===== config.mk =====
export PLATFORM = sky130hd
export DESIGN_NAME = quoted_string_escaper
export DESIGN_NICKNAME = d
export VERILOG_FILES = /design/src/rtl/qse_pkg.sv /design/src/rtl/qse_front.sv /design/src/rtl/qse_queue.sv /design/src/rtl/qse_back.sv /design/src/rtl/quoted_string_escaper.sv
export SDC_FILE = /design/constraint.sdc
export NUM_CORES = 1
export LEC_CHECK = 0
export ABC_CLOCK_PERIOD_IN_PS = 8400
export BUFFER_PORTS_ARGS = -buffer_cell sky130_fd_sc_hd__buf_2
export CAP_MARGIN = 20
export CORE_MARGIN = 2
export CORE_UTILIZATION = 45
export CTS_CLUSTER_DIAMETER = 30
export DETAILED_ROUTE_END_ITERATION = 7
export HOLD_SLACK_MARGIN = 0.08
export PLACE_DENSITY = 0.73
export SLEW_MARGIN = 20
export SYNTH_ARGS = -nofsm -noshare
export SYNTH_HDL_FRONTEND = slang
export SYNTH_HIERARCHICAL = 1
export SYNTH_SLANG_ARGS = --single-unit

===== constraint.sdc =====
create_clock -name clock -period 8.4 [get_ports clock]
set_clock_uncertainty 0.2 [all_clocks]
set_input_delay 0 -clock clock [delete_from_list [all_inputs] [get_ports clock]]
set_output_delay 0 -clock clock [all_outputs]
set_load 0.005 [all_outputs]

===== src/rtl/qse_pkg.sv =====
`timescale 1ns / 1ps

package qse_pkg;

   localparam int MAX_RUN   = 6;
   localparam int RUN_LEN_W = 3;
   localparam int BODY_MAX  = 4;

   localparam logic [7:0] QUOTE_CHAR  = 8'h27;
   localparam logic [7:0] BSLASH_CHAR = 8'h5C;
   localparam logic [7:0] DIGIT0_CHAR = 8'h30;
   localparam logic [7:0] PRINT_LO    = 8'd32;
   localparam logic [7:0] PRINT_HI    = 8'd126;
   localparam logic [7:0] HIGH_LO     = 8'd160;

   typedef struct packed {
      logic [7:0] ch;
      logic       first;
      logic       final_req;
      logic       no_char;
   } req_type;

   typedef struct packed {
      logic [7:0] out_byte;
      logic       run_end;
   } rsp_type;

   // one request after classification: the bytes it expands to, oldest in slot 0
   typedef struct packed {
      logic [MAX_RUN-1:0][7:0] bytes;
      logic [RUN_LEN_W-1:0]    len;
   } run_type;

endpackage


===== src/rtl/qse_front.sv =====
`timescale 1ns / 1ps

module qse_front (
   input  logic                req_push,
   input  qse_pkg::req_type    req_data,
   output logic                req_full,
   input  logic                q_full,
   output logic                q_push,
   output qse_pkg::run_type    q_wdata
);

   logic [qse_pkg::BODY_MAX-1:0][7:0] body;
   logic [qse_pkg::RUN_LEN_W-1:0]     blen;
   logic [qse_pkg::RUN_LEN_W-1:0]     off;
   logic [qse_pkg::RUN_LEN_W-1:0]     rel;
   logic [7:0]                        letter;
   logic                              printable;

   always_comb begin
      body   = '0;
      blen   = '0;
      letter = '0;
      rel    = '0;
      case (req_data.ch)
         8'd7:    letter = "a";
         8'd8:    letter = "b";
         8'd9:    letter = "t";
         8'd10:   letter = "n";
         8'd11:   letter = "v";
         8'd12:   letter = "f";
         8'd13:   letter = "r";
         default: letter = '0;
      endcase
      printable = (req_data.ch >= qse_pkg::PRINT_LO && req_data.ch <= qse_pkg::PRINT_HI)
                  || req_data.ch >= qse_pkg::HIGH_LO;

      if (req_data.ch == qse_pkg::QUOTE_CHAR || req_data.ch == qse_pkg::BSLASH_CHAR) begin
         body[0] = qse_pkg::BSLASH_CHAR;
         body[1] = req_data.ch;
         blen    = 3'd2;
      end else if (printable) begin
         body[0] = req_data.ch;
         blen    = 3'd1;
      end else if (letter != '0) begin
         body[0] = qse_pkg::BSLASH_CHAR;
         body[1] = letter;
         blen    = 3'd2;
      end else begin
         body[0] = qse_pkg::BSLASH_CHAR;
         body[1] = qse_pkg::DIGIT0_CHAR + {5'b0, 1'b0, req_data.ch[7:6]};
         body[2] = qse_pkg::DIGIT0_CHAR + {5'b0, req_data.ch[5:3]};
         body[3] = qse_pkg::DIGIT0_CHAR + {5'b0, req_data.ch[2:0]};
         blen    = 3'd4;
      end
      if (req_data.no_char) begin
         blen = '0;
      end

      off         = {2'b0, req_data.first};
      q_wdata.len = off + blen + {2'b0, req_data.final_req};

      // opening quote, then the body, then anything past it is the closing quote
      for (int i = 0; i < qse_pkg::MAX_RUN; i++) begin
         rel = qse_pkg::RUN_LEN_W'(i) - off;
         if (req_data.first && i == 0) begin
            q_wdata.bytes[i] = qse_pkg::QUOTE_CHAR;
         end else if (rel < blen) begin
            q_wdata.bytes[i] = body[rel[1:0]];
         end else begin
            q_wdata.bytes[i] = qse_pkg::QUOTE_CHAR;
         end
      end
   end

   assign req_full = q_full;
   // a request with nothing to emit is taken and dropped here
   assign q_push   = req_push && !q_full && (q_wdata.len != '0);

endmodule


===== src/rtl/qse_queue.sv =====
`timescale 1ns / 1ps

module qse_queue #(
   parameter int DEPTH = 4
) (
   input  logic             clock,
   input  logic             reset,
   input  logic             q_push,
   input  qse_pkg::run_type q_wdata,
   output logic             q_full,
   input  logic             q_pop,
   output logic             q_valid,
   output qse_pkg::run_type q_rdata
);

   localparam int PTR_W = (DEPTH > 1) ? $clog2(DEPTH) : 1;
   localparam int CNT_W = $clog2(DEPTH + 1);

   qse_pkg::run_type slot_ff [DEPTH];
   logic [PTR_W-1:0] wr_ptr_ff, wr_ptr_in;
   logic [PTR_W-1:0] rd_ptr_ff, rd_ptr_in;
   logic [CNT_W-1:0] count_ff, count_in;
   logic             do_push, do_pop;

   assign q_full  = (count_ff == CNT_W'(DEPTH));
   assign q_valid = (count_ff != '0);
   assign q_rdata = slot_ff[rd_ptr_ff];
   assign do_push = q_push && !q_full;
   assign do_pop  = q_pop && q_valid;

   always_comb begin
      wr_ptr_in = wr_ptr_ff;
      rd_ptr_in = rd_ptr_ff;
      count_in  = count_ff;
      if (do_push) begin
         wr_ptr_in = (wr_ptr_ff == PTR_W'(DEPTH - 1)) ? '0 : wr_ptr_ff + 1'b1;
      end
      if (do_pop) begin
         rd_ptr_in = (rd_ptr_ff == PTR_W'(DEPTH - 1)) ? '0 : rd_ptr_ff + 1'b1;
      end
      if (do_push && !do_pop) begin
         count_in = count_ff + 1'b1;
      end else if (do_pop && !do_push) begin
         count_in = count_ff - 1'b1;
      end
   end

   always_ff @(posedge clock) begin
      if (reset) begin
         wr_ptr_ff <= '0;
         rd_ptr_ff <= '0;
         count_ff  <= '0;
      end else begin
         wr_ptr_ff <= wr_ptr_in;
         rd_ptr_ff <= rd_ptr_in;
         count_ff  <= count_in;
      end
   end

   always_ff @(posedge clock) begin
      if (do_push) begin
         slot_ff[wr_ptr_ff] <= q_wdata;
      end
   end

endmodule


===== src/rtl/qse_back.sv =====
`timescale 1ns / 1ps

module qse_back (
   input  logic              clock,
   input  logic              reset,
   input  logic              q_valid,
   input  qse_pkg::run_type  q_rdata,
   output logic              q_pop,
   output logic              rsp_empty,
   input  logic              rsp_pop,
   output qse_pkg::rsp_type  rsp_data
);

   logic [qse_pkg::RUN_LEN_W-1:0] idx_ff, idx_in;
   logic                          out_valid_ff, out_valid_in;
   qse_pkg::rsp_type              out_ff, out_in;
   logic                          adv;
   logic                          last;

   assign adv  = q_valid && (!out_valid_ff || rsp_pop);
   assign last = (idx_ff == q_rdata.len - 1'b1);
   assign q_pop = adv && last;

   always_comb begin
      idx_in       = idx_ff;
      out_valid_in = out_valid_ff;
      out_in       = out_ff;
      if (rsp_pop && out_valid_ff) begin
         out_valid_in = 1'b0;
      end
      if (adv) begin
         out_valid_in    = 1'b1;
         out_in.out_byte = q_rdata.bytes[idx_ff];
         out_in.run_end  = last;
         idx_in          = last ? '0 : idx_ff + 1'b1;
      end
   end

   always_ff @(posedge clock) begin
      if (reset) begin
         idx_ff       <= '0;
         out_valid_ff <= 1'b0;
      end else begin
         idx_ff       <= idx_in;
         out_valid_ff <= out_valid_in;
      end
   end

   always_ff @(posedge clock) begin
      out_ff <= out_in;
   end

   assign rsp_empty = !out_valid_ff;
   assign rsp_data  = out_ff;

   // mid-run the head entry must stay put
   a_idx_in_run: assert property (@(posedge clock) disable iff (reset)
      q_valid |-> idx_ff < q_rdata.len)
      else $error("byte index past end of run");
   a_mid_run_held: assert property (@(posedge clock) disable iff (reset)
      idx_ff != '0 |-> q_valid)
      else $error("run lost from queue while partly emitted");
   a_run_end_wraps: assert property (@(posedge clock) disable iff (reset)
      adv && last |=> idx_ff == '0 && out_ff.run_end)
      else $error("run end not marked or index not rewound");

endmodule


===== src/rtl/quoted_string_escaper.sv =====
`timescale 1ns / 1ps

// The first byte of a request passes the run queue and then the output register to rsp_data.
// Throughput: one byte per cycle from the back end while rsp_pop keeps pace; a request
// of N bytes (1 to 6) holds the back end for N bytes; plain characters go one per cycle.
// The run queue of QUEUE_DEPTH entries lets requests arrive while escapes are emitted.
// Reset (synchronous, active high) empties the run queue and the output register.
module quoted_string_escaper #(
   parameter int QUEUE_DEPTH = 4
) (
   input  logic             clock,
   input  logic             reset,
   input  logic             req_push,
   input  qse_pkg::req_type req_data,
   output logic             req_full,
   output logic             rsp_empty,
   input  logic             rsp_pop,
   output qse_pkg::rsp_type rsp_data
);

   logic             q_full;
   logic             q_push;
   logic             q_pop;
   logic             q_valid;
   qse_pkg::run_type q_wdata;
   qse_pkg::run_type q_rdata;

   qse_front u_front (
      .req_push (req_push),
      .req_data (req_data),
      .req_full (req_full),
      .q_full   (q_full),
      .q_push   (q_push),
      .q_wdata  (q_wdata)
   );

   qse_queue #(
      .DEPTH (QUEUE_DEPTH)
   ) u_queue (
      .clock   (clock),
      .reset   (reset),
      .q_push  (q_push),
      .q_wdata (q_wdata),
      .q_full  (q_full),
      .q_pop   (q_pop),
      .q_valid (q_valid),
      .q_rdata (q_rdata)
   );

   qse_back u_back (
      .clock     (clock),
      .reset     (reset),
      .q_valid   (q_valid),
      .q_rdata   (q_rdata),
      .q_pop     (q_pop),
      .rsp_empty (rsp_empty),
      .rsp_pop   (rsp_pop),
      .rsp_data  (rsp_data)
   );

endmodule

==> results.yml, run 1 <==
run_status:
  outcome: "finished clean"
synth:
  ys_seq_area_share_pct: 66.6
  syn_inst: 563
  async_reset_ff_share_pct: 0
  syn_area_per_cell_um2: 17.7
  synth_cell_type_count: 73
  yosys_warnings: 6
  ys_ff_latch: 226
  syn_area_mm2: 0.00999
  synth_edf_count: 213
  synthFlopType: "edfxtp_1"
clock_tree:
  cts_made_buffers: 42
  post_cts_buffers: 0
  cts_buffer_depth: 3
  clock_latency_ns: 0.53
  htree_levels: 2
  tritoncts: "done"
  clock-sinks: 226
  cts-root-buf: "clkbuf_16"
  clk_transition_reported_paths_ns: 0.05
power_and_ir_drop:
  leakage_uw: 0.00395
  ir_drop_mv: 0.171
  p_total_uw: 3670
  powerDensity_mw_per_mm2: 310
global_routing:
  grt_usage_pct: 18.4
  antenna_found_initial: 0
  gr-total-overflow: 0
  grt_start_max_net_pins: 52
  grt_pass1_wl_um: 33200
  grt_pass1_vias: 5766
setup_path:
  crit_end: "u_queue/count_ff[2]"
  crit_family: "simple AND/OR/NAND/NOR gates"
  slowest_delay_ns: 0.55
  r2r-end: "u_queue/count_ff[2]"
  endpoint_kind: "flip-flop"
  cp_slowest_cell: "or4_1"
  ff2ff_setup_slack_ns: 4.26
  path_cells: "dlygate4sd3_1 > buf_2 > and4b_1 > nand4b_4 > nand3_2 > nor2_1 > fa_1 > ha_1 > or4_1 > a311oi_2 > inv_1 > nor2_2 > ha_1 > inv_1 > fa_1 > xor2_1 > or3_2 > a21oi_1"
  reg2regPathDepth: 12
  crit_path_start: "req_data[5]"
  startpoint_type: "primary input"
  path_buf_inv: 4
  crit_fanout: 19
  worstSetupPathType: "primary input to flip-flop"
  crit_required_ns: 8.65
  worstPathArrival_ns: 5.16
  cp.depth: 18
die:
  io_pins: 26
  start_util_pct: 45.8
  dieArea_mm2: 0.0234
  fp.dieW_um: 153
  die-height_um: 153
  fp.coreArea_mm2: 0.0218
  rows: 54
layout:
  final_common_cell: "edfxtp_1"
  drive_gt1_share_pct: 30.0
  final_cell_mix: "edfxtp_1, mux4_2, clkbuf_16"
  antenna_cells: 0
  fin_nets: 643
  seq_area_mm2: 0.00666
  syn_to_final_growth_pct: 18.4
  multi_input_area_mm2: 0.00298
  n_fill_cell: 1695
timing:
  rsz0062_at_grt: "no"
  finalCritPeriodShare_pct: 58.4
  tightest_slew_ns: 0.898
  setup_viol: 0
  final_max_slew_viol_count: 0
  period_minus_slack_ns: 4.90
  finalSetupTns_ns: 0
  max_freq_mhz: 204
  slew_headroom_pct: 40.0
  hold_viol: 0
placement:
  hpwl_um: 12200
  io_buffers: 25
  gp_congestion: 0.972
min_path:
  hold_path.class: "primary input to flip-flop"
detailed_routing:
  drt_wl_total_um: 21100
  wl_met3_um: 1670
  wl_per_cell_um: 22.8
  wl_met1_um: 8690
  top_layer: "met4"
  drc_errors: 0
  via_count: 5502
  routed_via_density: 5.95
  dr.pass1.iters: 5
  drt_iter0_drc: 540
  ant_nets: 0
  met2_length_um: 10100
run:
  maxCapViolCount: 0
worst min-delay path by stage:
stage | startpoint | to | slack [ns] | cells past startpoint
global placement | reset | u_queue/count_ff[0] | 0.12 | 2
CTS | req_data[2] | u_queue/slot_ff[3][22] | 0.1 | 2
detailed placement | reset | u_back/out_valid_ff | 0.15 | 2
floorplan | reset | u_back/idx_ff[1] | -0.13 | 1
global route | req_data[2] | u_queue/slot_ff[2][25] | 0.15 | 2
finish | req_data[2] | u_queue/slot_ff[3][22] | 0.12 | 2
registers in the layout, indices dropped and copies added (netlist names), named ones only:
signal / flops
u_queue/count_ff: 3
u_back/idx_ff: 3
u_queue/wr_ptr_ff: 2
u_back/out_valid_ff: 1
u_queue/rd_ptr_ff: 2
u_back/rsp_data: 9
u_queue/slot_ff: 204
per-layer routing:
| metal | global-route usage, % | vias up |
|---|---|---|
| met1 | 25.2 | 2819 |
| met2 | 28.6 | 241 |
| met3 | 4.42 | 47 |
| met5 | 0 | - |
| met4 | 7.23 | 0 |
| li1 | - | 2395 |
area by class of cell:
class	count	share of cell area (%)
flip-flops and latches	226	56.3
multi-input cells	273	25.2
clock buffers	43	8.91
clock inverters	33	3.24
well taps	280	2.96
repair buffers	46	2.69
inverters	23	0.772
power by group:
group	total, µW	internal [µW]	switching [µW]
clock network	1690	1130	555
logic	537	228	309
registers	1440	1390	51.0
total	3670	2750	915
timing repair:
| item | in CTS | in global routing |
|---|---|---|
| gates resized for setup | 0 | 0 |
| hold buffers | 14 | 0 |
| hold endpoints to repair | 165 | 0 |
cell families after synthesis:
family                     after synthesis  share of synthesized area [%]
xor gates and xnor gates                 8                          0.852
other                                    1                         0.0375
and+or+nand+nor                         97                           6.21
muxes                                   69                           14.3
adders and majority gates               16                           2.15
DFF                                    226                           66.6
AOI/OAI and AO/OA                       78                           6.09
buffers and inverters                   68                           3.74
metrics by stage:
| step | hold WS, ns | cells | setup slack [ns] | instance area (µm²) | utilization [%] |
|---|---|---|---|---|---|
| after floorplan | -0.131 | 567 | 4.24 | 10000 | - |
| after global placement | 0.124 | 834 | 3.70 | 10300 | 47.0 |
| after detailed placement | 0.152 | 834 | 3.54 | 10300 | 47.0 |
| after CTS | 0.0986 | 924 | 3.60 | 11800 | 54.2 |
| after global routing | 0.149 | 924 | 3.27 | 11800 | 54.2 |
| final | 0.119 | 924 | 3.50 | 11800 | 54.2 |
synth_stat cells, types with 4 or more instances:
cell	n	area, µm²
a21o_1	8	60.1
a21oi_1	14	70.1
and3_1	4	25.0
and3_2	4	30.0
and4_1	4	35.0
buf_2	10	50.1
buf_4	15	113
buf_6	6	67.6
clkbuf_1	12	45.0
dfxtp_1	13	260
edfxtp_1	213	6400
ha_1	14	175
inv_1	22	82.6
mux2i_1	10	100
mux4_2	59	1330
nand2_1	13	48.8
nand2b_1	6	37.5
nand3_1	6	30.0
nand4_1	7	43.8
nor2_1	16	60.1
nor3_1	9	45.0
o211ai_1	4	30.0
o21ai_0	8	40.0
o221ai_1	6	52.6
o22ai_1	8	50.1
or3_1	4	25.0
Power figures use the tool's default switching activity.
==> run 2: changes to the inputs <==
--- a/config.mk
+++ b/config.mk
@@ -5,7 +5,7 @@
 export SDC_FILE = /design/constraint.sdc
 export NUM_CORES = 1
 export LEC_CHECK = 0
-export ABC_CLOCK_PERIOD_IN_PS = 8400
+export ABC_CLOCK_PERIOD_IN_PS = 4500
 export BUFFER_PORTS_ARGS = -buffer_cell sky130_fd_sc_hd__buf_2
 export CAP_MARGIN = 20
 export CORE_MARGIN = 2
@@ -13,7 +13,7 @@
 export CTS_CLUSTER_DIAMETER = 30
 export DETAILED_ROUTE_END_ITERATION = 7
 export HOLD_SLACK_MARGIN = 0.08
-export PLACE_DENSITY = 0.73
+export PLACE_DENSITY = 0.75
 export SLEW_MARGIN = 20
 export SYNTH_ARGS = -nofsm -noshare
 export SYNTH_HDL_FRONTEND = slang
==> constraint.sdc (replaced) <==
create_clock -name clock -period 4.5 [get_ports clock]
set_clock_uncertainty 0.2 [all_clocks]
set_input_delay 0 -clock clock [delete_from_list [all_inputs] [get_ports clock]]
set_output_delay 0 -clock clock [all_outputs]
set_load 0.005 [all_outputs]
==> run 2 against run 1 <==
Sequential power up 85%. Routed wire length down 0.99%. Combinational power up 94%. Non-clock buffer count up 13. Via count down 1.2%. Worst hold slack better by 0.026 ns. Die area unchanged. Critical path depth unchanged. Largest cell class unchanged.
==> results.yml, run 2 (synthesis results as in run 1) <==
run_status:
  outcome: "finished clean"
detailed_routing:
  wl_per_cell_um: 22.5
  ant_nets: 0
  drc_errors: 0
  via_count: 5435
  routed_via_density: 5.86
  drt_wl_total_um: 20900
  dr.pass1.iters: 5
  drt_iter0_drc: 482
timing:
  finalCritPeriodShare_pct: 94.7
  period_minus_slack_ns: 4.26
  rsz0062_at_grt: "no"
  tightest_slew_ns: 0.701
  fin_ws_ns: 0.240
  slew_headroom_pct: 52.9
  final_max_slew_viol_count: 0
  finalSetupTns_ns: 0
  setup_viol: 0
  max_freq_mhz: 235
  hold_viol: 0
layout:
  seq_area_mm2: 0.00666
  antenna_cells: 0
  drive_gt1_share_pct: 30.3
  largest_register: "u_queue/slot_ff"
  syn_to_final_growth_pct: 17.6
  multi_input_area_mm2: 0.00298
  fin_nets: 650
  largest_reg_flops: 204
  n_fill_cell: 1679
  final_cell_mix: "edfxtp_1, mux4_2, clkbuf_16"
  final_common_cell: "edfxtp_1"
power_and_ir_drop:
  swShare_pct: 25.5
  internal_power_uw: 4750
  powerDensity_mw_per_mm2: 542
  comb_power_share_pct: 16.3
  p_total_uw: 6370
  pwr-share-clk_pct: 41.8
  leakage_uw: 0.00391
  p_sw_uw: 1620
  ir_drop_mv: 0.229
  seq_power_share_pct: 41.9
placement:
  io_buffers: 25
  gp_congestion: 0.860
  pre_cts_ws_ns: 0.163
  hpwl_um: 12900
global_routing:
  grt_pass1_wl_um: 33000
  antenna_found_initial: 0
  gr-total-overflow: 0
  grt_start_max_net_pins: 41
  grt_usage_pct: 18.2
  grt_pass1_vias: 5784
setup_path:
  crit_required_ns: 4.74
  endpoint_kind: "flip-flop"
  worstSetupPathType: "primary input to flip-flop"
  startpoint_type: "primary input"
  ff2ff_setup_slack_ns: 0.85
  crit_fanout: 12
  worstPathArrival_ns: 4.50
min_path:
  hold_path.class: "primary input to flip-flop"
clock_tree:
  clk_transition_reported_paths_ns: 0.05
  cts_buffer_depth: 3
  htree_levels: 2
  clock-sinks: 226
  cts_made_buffers: 36
  cts-root-buf: "clkbuf_16"
  clock_latency_ns: 0.50
  tritoncts: "done"
die:
  start_util_pct: 45.8
  dieArea_mm2: 0.0234
  fp.coreArea_mm2: 0.0218
  fp.dieW_um: 153
  die-height_um: 153
  io_pins: 26
  rows: 54
run:
  maxCapViolCount: 0
-- run 2: worst paths after layout --
kind                             start  depth (start not counted)                     end
hold / removal             req_data[9]                          3  u_queue/slot_ff[1][15]
setup reg to reg             flip-flop                         13     u_queue/count_ff[2]
setup / recovery           req_data[5]                         18     u_queue/count_ff[2]
hold reg to reg   u_queue/rd_ptr_ff[0]                          2               flip-flop
-- run 2: routing by layer --
metal	GRT usage [%]	wire [µm]	vias to the layer above
met5	0	0	-
met4	5.56	357	0
met3	4.62	1590	32
met2	29.3	10200	211
met1	24.7	8750	2786
li1	-	-	2406
-- run 2: area by class of cell --
cell class	count	area share [%]
Sequential cell	226	56.7
Inverter	23	0.777
Clock inverter	20	1.87
Tap cell	280	2.98
Clock buffer	46	8.17
Multi-Input combinational cell	273	25.4
Timing Repair Buffer	59	4.13
-- run 2: stage by stage --
| step | area, µm² | instances | util (%) | hold slack, ns |
|---|---|---|---|---|
| detailed placement | 10400 | 846 | 47.7 | 0.146 |
| CTS | 11700 | 926 | 53.7 | 0.136 |
| global route | 11800 | 927 | 53.8 | 0.180 |
| finish | 11800 | 927 | 53.8 | 0.145 |
| global placement | 10400 | 846 | 47.7 | 0.129 |
| floorplan | 10000 | 567 | - | -0.131 |
-- run 2: critical path, stage by stage --
cell and delay (ns):
dlygate4sd3_1 0.52, clkbuf_4 0.20, and4b_2 0.35, nand4b_4 0.13, nand3_2 0.13, nor2_1 0.10
fa_1 0.38, ha_1 0.21, or4_1 0.55, a311oi_2 0.29, inv_1 0.12, nor2_4 0.14
ha_1 0.19, inv_1 0.07, fa_1 0.39, xor2_1 0.18, or3_2 0.40, a21oi_1 0.14
-- run 2: what timing repair did --
action	in CTS	in global routing
hold endpoints to repair	157	0
setup endpoints to repair	0	1
hold buffers	14	0
setup buffers	0	1
gates resized for setup	0	5
-- run 2: power by group through the flow --
stage	logic [µW]	registers (µW)	clock network (µW)
after floorplan	742	2690	0
after detailed placement	1030	2710	0
after CTS	1050	2670	2700
final	1040	2670	2660
after global placement	1010	2700	0
after global routing	1140	2690	2790
==> run 3: changes to the inputs <==
--- a/config.mk
+++ b/config.mk
@@ -7,9 +7,9 @@
 export LEC_CHECK = 0
 export ABC_CLOCK_PERIOD_IN_PS = 4500
 export BUFFER_PORTS_ARGS = -buffer_cell sky130_fd_sc_hd__buf_2
-export CAP_MARGIN = 20
 export CORE_MARGIN = 2
 export CORE_UTILIZATION = 45
+export CTS_BUF_LIST = sky130_fd_sc_hd__clkbuf_2
 export CTS_CLUSTER_DIAMETER = 30
 export DETAILED_ROUTE_END_ITERATION = 7
 export HOLD_SLACK_MARGIN = 0.08
==> run 3 against run 2 <==
Final cell count increased by 5.5%. Worst hold slack gained 0.015 ns. Register-to-register slack hardly changed. Sequential share of layout area grew 2.5 points. Core utilization decreased by 2.3 points. Count of clock-buffer cells in the layout increased by 34. Die area unchanged. Maximum frequency is 2.3% lower. Critical path type unchanged. Critical endpoint unchanged. Largest cell class unchanged. Highest routed layer unchanged.
==> results.yml, run 3 (synthesis results as in run 1) <==
timing:
  fin_ws_ns: 0.140
  final_max_slew_viol_count: 0
  tightest_slew_ns: 0.720
  slew_headroom_pct: 51.7
  finalCritPeriodShare_pct: 96.9
  max_freq_mhz: 229
  hold_viol: 0
  period_minus_slack_ns: 4.36
  setup_viol: 0
min_path:
  hold_path.class: "primary input to flip-flop"
clock_tree:
  cts_made_buffers: 55
  clock_latency_ns: 0.79
  htree_levels: 2
  cts_buffer_depth: 3
  clk_transition_reported_paths_ns: 0.11
  cts-root-buf: "clkbuf_2"
  tritoncts: "done"
  clock-sinks: 226
layout:
  final_cell_mix: "edfxtp_1, clkbuf_2, mux4_2"
  antenna_cells: 0
  fin_nets: 687
  drive_gt1_share_pct: 32.2
  largest_reg_flops: 204
  fin_area_mm2: 0.0113
  syn_to_final_growth_pct: 12.6
  n_fill_cell: 1793
  final_util_pct: 51.6
  stdcell_count: 978
  final_common_cell: "edfxtp_1"
  largest_register: "u_queue/slot_ff"
die:
  die-height_um: 153
  dieArea_mm2: 0.0234
  rows: 54
  fp.coreArea_mm2: 0.0218
  fp.dieW_um: 153
  io_pins: 26
  start_util_pct: 45.8
placement:
  numPlacedInstances: 846
  place_area_mm2: 0.0104
  pre_cts_ws_ns: 0.163
  io_buffers: 25
  gp_congestion: 0.860
  hpwl_um: 12900
detailed_routing:
  routed_via_density: 5.72
  via_count: 5592
  drt_wl_total_um: 20900
  drc_errors: 0
  wl_per_cell_um: 21.4
  drt_iter0_drc: 481
  dr.pass1.iters: 5
  ant_nets: 0
setup_path:
  crit_required_ns: 5.03
  crit_fanout: 5
  startpoint_type: "primary input"
  worstSetupPathType: "primary input to flip-flop"
  worstPathArrival_ns: 4.89
  endpoint_kind: "flip-flop"
global_routing:
  antenna_found_initial: 0
  grt_start_max_net_pins: 41
  grt_usage_pct: 18.2
  grt_pass1_vias: 5993
  grt_pass1_wl_um: 33000
  gr-total-overflow: 0
run_status:
  outcome: "finished clean"
power_and_ir_drop:
  leakage_uw: 0.00379
  powerDensity_mw_per_mm2: 446
  p_total_uw: 5010
  ir_drop_mv: 0.167
run:
  maxCapViolCount: 0
-- run 3: cell count changes in the layout (fill, tap and decap cells not counted), sizes merged --
cell	delta
clkinv	+11
dlymetal6s4s	+1
dlygate4sd3	+17
clkinvlp	-2
buf	+3
clkbuf	+31
bufinv	-2
inv	-8
-- run 3: critical path: stages --
cell and delay, ns:
dlygate4sd3_1 0.51, buf_2 0.10, dlygate4sd3_1 0.58, and4b_2 0.34, nand4b_4 0.13, nand3_2 0.11
nor2_1 0.09, fa_1 0.38, ha_1 0.21, or4_4 0.52, a311oi_2 0.29, inv_1 0.12
nor2_4 0.14, ha_1 0.19, inv_1 0.07, fa_1 0.39, xor2_1 0.18, or3_2 0.40
a21oi_1 0.14
-- run 3: final cells by class --
type | count | area, µm² | area share [%]
flip-flops and latches | 226 | 6660 | 59.2
multi-input cells | 273 | 2990 | 26.5
repair buffers | 77 | 663 | 5.89
clock buffers | 80 | 400 | 3.56
well taps | 280 | 350 | 3.11
clock inverters | 19 | 100 | 0.889
inverters | 23 | 91.3 | 0.812
-- run 3: final timing paths --
| path | startpoint | endpoint | slack, ns | cells past startpoint |
|---|---|---|---|---|
| setup / recovery | req_data[3] | u_queue/count_ff[2] | 0.14 | 19 |
| hold / removal | req_data[5] | u_queue/slot_ff[2][37] | 0.16 | 4 |
| setup reg to reg | flip-flop | u_queue/count_ff[2] | 0.85 | 13 |
| hold reg to reg | u_queue/rd_ptr_ff[0] | flip-flop | 0.29 | 2 |
-- run 3: what timing repair did --
item / in CTS / in global routing
buffers inserted: 0 / 1
endpoints found under the setup margin: 0 / 1
resized for setup: 0 / 6
endpoints found under the hold margin: 299 / 16
hold buffers: 31 / 2
-- run 3: per-layer routing --
metal  global-route usage [%]  part of all wire (%)  vias to the layer above
met1                     24.1                    42                     2840
met4                     5.56                   1.6                        0
met2                     29.7                    49                      222
met5                        0                     0                        -
li1                         -                     -                     2499
met3                     4.85                   8.0                       31
-- run 3: report_power, final --
| part | switching, µW | internal, µW |
|---|---|---|
| logic | 593 | 465 |
| clock network | 766 | 533 |
| registers | 75.7 | 2580 |
-- run 3: stage by stage --
stage	hold slack [ns]	setup TNS [ns]
6_report	0.159	0
5_1_grt	0.117	-0.0134
4_1_cts	0.0870	0
3_5_place_dp	0.146	0
3_3_place_gp	0.129	0
2_1_floorplan	-0.131	0
